==> src/design/dtdt_pkg.sv <==
// Shared types and constants for the deadline-to-ticks pipeline.
`default_nettype none
package dtdt_pkg;
  localparam int unsigned DIV_W = 30;
  localparam logic [29:0] NS_PER_SEC = 30'd1000000000;

  typedef enum logic [1:0] {
    ST_OK        = 2'd0,
    ST_TIMED_OUT = 2'd1,
    ST_INVALID   = 2'd2
  } status_e;

  localparam logic REG_TICK_RATE   = 1'b0;
  localparam logic REG_NS_PER_TICK = 1'b1;

  // One request in flight through the divider stages.
  typedef struct packed {
    logic [63:0]      sec;
    status_e          status;
    logic [DIV_W-1:0] num;
    logic [DIV_W-1:0] quo;
    logic [DIV_W:0]   rem;
  } div_t;
endpackage
`default_nettype wire

==> src/design/dtdt_front.sv <==
// Time compare and exact seconds/nanoseconds subtraction with borrow.
`default_nettype none
module dtdt_front import dtdt_pkg::*; (
  input  wire logic        clk_i,
  input  wire logic        rst_ni,
  input  wire logic        en_i,
  input  wire logic        valid_i,
  input  wire logic [63:0] dl_sec_i,
  input  wire logic [31:0] dl_ns_i,
  input  wire logic [63:0] now_sec_i,
  input  wire logic [31:0] now_ns_i,
  output logic             valid_o,
  output div_t             item_o
);
  logic        valid_q;
  div_t        item_d, item_q;
  logic [63:0] sec_diff;
  logic [32:0] ns_diff, ns_fix;
  logic [63:0] sec_fix;
  logic        sec_lt, sec_eq, ns_lt, ns_eq;

  always_comb begin
    // deadline is not earlier here, so the 64-bit difference is exact
    sec_diff = dl_sec_i - now_sec_i;
    ns_diff  = {dl_ns_i[31], dl_ns_i} - {now_ns_i[31], now_ns_i};
    sec_lt   = $signed(dl_sec_i) < $signed(now_sec_i);
    sec_eq   = dl_sec_i == now_sec_i;
    ns_lt    = $signed(dl_ns_i) < $signed(now_ns_i);
    ns_eq    = dl_ns_i == now_ns_i;
    // borrow one second when the nanosecond difference goes negative
    if (ns_diff[32]) begin
      sec_fix = sec_diff - 64'd1;
      ns_fix  = ns_diff + {3'b000, NS_PER_SEC};
    end else begin
      sec_fix = sec_diff;
      ns_fix  = ns_diff;
    end
    item_d        = '0;
    item_d.status = ST_OK;
    if (sec_lt || (sec_eq && ns_lt)) begin
      item_d.status = ST_TIMED_OUT;
    end else if (sec_eq && ns_eq) begin
      item_d.status = ST_OK;
    end else if (ns_fix[32] || (ns_fix[31:0] >= {2'b00, NS_PER_SEC})) begin
      item_d.status = ST_INVALID;
    end else begin
      item_d.sec = sec_fix;
      item_d.num = ns_fix[DIV_W-1:0];
    end
  end

  always_ff @(posedge clk_i or negedge rst_ni) begin
    if (!rst_ni) begin
      valid_q <= 1'b0;
    end else if (en_i) begin
      valid_q <= valid_i;
    end
  end

  always_ff @(posedge clk_i) begin
    if (en_i) begin
      item_q <= item_d;
    end
  end

  assign valid_o = valid_q;
  assign item_o  = item_q;
endmodule
`default_nettype wire

==> config.mk <==
export PLATFORM = sky130hd
export DESIGN_NAME = dtdt_front
export DESIGN_NICKNAME = d
export VERILOG_FILES = /design/src/design/dtdt_pkg.sv /design/src/design/dtdt_front.sv
export SDC_FILE = /design/constraint.sdc
export NUM_CORES = 1
export LEC_CHECK = 0
export ABC_AREA = 1
export BUFFER_PORTS_ARGS = -buffer_cell sky130_fd_sc_hd__buf_2
export CAP_MARGIN = 25
export CORE_AREA = 2 2 243 149
export CTS_CLUSTER_SIZE = 40
export DETAILED_ROUTE_END_ITERATION = 6
export DIE_AREA = 0 0 245 151
export GPL_TIMING_DRIVEN = 0
export PLACE_DENSITY = 0.67
export SETUP_SLACK_MARGIN = 0.5
export SYNTH_ARGS = -nofsm -noshare
export SYNTH_HDL_FRONTEND = slang
export SYNTH_SLANG_ARGS = --single-unit
==> constraint.sdc <==
create_clock -name clk_i -period 0.95 [get_ports clk_i]
set_input_delay 0.0475 -clock clk_i [delete_from_list [all_inputs] [get_ports clk_i]]
set_output_delay 0.0475 -clock clk_i [all_outputs]
set_load 0.05 [all_outputs]
==> results.yml <==
status:
  status: "finished with violations"
  failed_checks: "negative hold slack, negative setup slack"
synthesis:
  async_reset_ff_share_pct: 1.031
  synthTopCellsByCount: "631 x nand2_1, 429 x inv_1, 311 x nor2_1"
  synth_cell_types: 52
  ys.flop_type: "edfxtp_1"
  yosysMostFrequentCell: "nand2_1"
  synth-edff-count: 96
  synth_area_um2: 14790
  synth_seq_area_share_pct: 19.66
  yosys.area.top_type: "edfxtp_1"
  ys_ff_latch: 97
  syn-mean-instance-area_um2: 6.184
  synth.top_cells.by_area: "edfxtp_1 19%, nand2_1 16%, inv_1 11%"
  yosys.area.top_type_share_pct: 19.50
  syn_inst: 2391
  yosys_warnings: 0
setup_path:
  critPathCaptureType: "register"
  path_max_fanout: 5
  critPathLaunchType: "input port"
  cp_slowest_cell: "fa_2"
  critical_path.most_common_cell: "nand2_2"
  critical_path_class: "in2reg"
  crit_arrival_ps: 3380
  crit_required_ps: 1080
  crit_path_max_incr_delay_ps: 390
floorplanning:
  initial_utilization_pct: 42.64
  fp-row-count: 53
  io_pins: 354
  die_area_um2: 37000
  die_h_um: 151
  die_w_um: 245
  core_um2: 34680
timing:
  slew_violations: 0
  layout_setup_ws_ps: -2294
  max_slew_margin_pct: 59.92
  rsz0062_at_grt: "true"
  tightest_slew_ps: 599.1
  skew_ps: 0
  finalSetupTns_ps: -220200
  fmax_mhz: 308.2
  fin_crit_sh_pct: 341.5
  setup_viol_count_final: 193
  post-route-min-period_ps: 3244
  hold_viol_final: 2
  whs_ps: -85.79
detailed_routing:
  drt_iter0_markers: 1749
  ant_nets: 0
  drc: 0
  drtPass1Iterations: 7
  wl_um: 63470
  vias_per_cell: 5.122
  dr_total_vias: 17060
  avgRoutedWirePerCell_um: 19.06
placement:
  place.gp.congestion: 1.025
  placed_cell_area_um2: 17370
  hpwl_um: 51020
  placed_cells: 3211
  pre_cts_slack_ps: -3377
  port_buffers: 292
global_routing:
  grt_pass1_wl_um: 91500
  grt_overflow: 0
  grt_start_max_net_pins: 30
  grt_usage_pct: 33.27
  antenna_found_initial: 1
  grt_pass1_vias: 15400
finish:
  finalInstanceArea_um2: 21680
  drive_above_1_share_pct: 36.13
  fin_util_pct: 62.50
  syn_to_final_growth_pct: 46.59
  stdcell_count: 3330
  fillers: 3271
  fin_nets: 3154
clock_tree:
  clockBufferDepth: 2
  clk_pin_slew_worst_paths_ps: 70
  cts_hold_buf: 1
  cts_buffers: 9
  h-tree-depth: 3
  cts_sinks: 97
  cts_tree: "yes"
  clk-insertion-delay-late_ps: 380
  cts-root-buf: "clkbuf_16"
pwr:
  powerDensity_nw_per_um2: 1320
  power.total_mw: 28.61
  p_leak_nw: 10.27
  ir_worst_vdd_mv: 1.119
job:
  maxCapViolCount: 0
worst_hold_path:
  hold_path_class: "in2reg"
-- what timing repair did --
item                                   4_1_cts  5_1_grt
pin swaps                                  104       29
gates resized for setup                    696       66
setup buffers                               81        7
endpoints found under the hold margin        2        2
gates cloned                                 8        5
setup endpoints to repair                  265      194
-- worst max-delay path, delay by kind of cell --
family	cells	cell delay, ps
AO/OA/AOI/OAI	1	140
buffers and inverters	5	570
adder cells (fa/ha/maj)	2	540
AND/OR/NAND/NOR	21	2040
-- cells in the final DEF, fill, tap and decap left out, types with 15 or more instances in the layout --
master,n
nand2_1,536
inv_1,419
nor2_1,219
buf_2,191
buf_4,145
buf_6,103
nand3_1,101
nand2_2,98
edfxtp_1,96
nor2_4,94
nor2_2,76
a21oi_1,73
conb_1,61
nand4_1,53
xor2_1,53
o21ai_0,52
a21oi_2,44
ha_1,41
ha_4,39
xnor2_2,30
nand2_4,26
nand3_2,26
ha_2,19
nand3b_1,18
nor3_1,17
o21a_1,15
xnor2_1,15
-- cell type report --
type	instances	area, µm²	area share [%]
diodes	1	2.502	0.01154
plain buffers	78	720.7	3.325
clock buffers	9	225.2	1.039
clock inverters	7	73.82	0.3406
inverters	438	1672	7.712
multi-input cells	1838	12310	56.80
flip-flops and latches	97	2909	13.42
well taps	467	584.3	2.696
repair buffers	395	3177	14.66
-- routing by layer --
layer | GRT usage [%] | part of all wire [%] | vias up
met4 | 4.878 | 0.98 | 0
met3 | 9.674 | 11 | 37
met1 | 51.43 | 49 | 7944
li1 | - | - | 8376
met5 | 0 | 0 | -
met2 | 45.38 | 39 | 698
-- kinds of logic (layout without fill, tap and decap cells) --
kind of cell,count (synthesis),in the layout,share of synthesized area [%]
AO/OA/AOI/OAI,255,255,9.596
XOR/XNOR,112,112,6.685
adder cells (fa/ha/maj),101,101,8.648
buffers and inverters,516,927,15.63
flip-flops,97,97,19.66
multiplexers,1,1,0.07615
other,1,62,0.02536
AND/OR/NAND/NOR,1308,1308,39.68
-- power breakdown --
group	switching (mW)	internal, mW	total (mW)
clock network	2.05	1.86	3.91
logic	12.1	6.90	19.1
registers	0.295	5.36	5.65
total	14.5	14.1	28.6
-- worst paths after layout --
check / start / endpoint / slack (ps) / depth (start not counted)
worst max-delay path: dl_ns_i[0] / item_o[142] / -2290 / 29
worst max register to register: valid_o / valid_o / 160 / 1
max in group asynchronous: rst_ni / valid_o / 860 / 2
min in group asynchronous: rst_ni / valid_o / -10 / 2
worst min-delay path: valid_i / valid_o / -90 / 2
worst min register to register: valid_o / valid_o / 560 / 1
-- sequential cells by signal (all words and copies together), names as in the netlist --
name     cells
item_o      96
valid_o      1
Note: power is estimated with default switching activity, not from simulation.
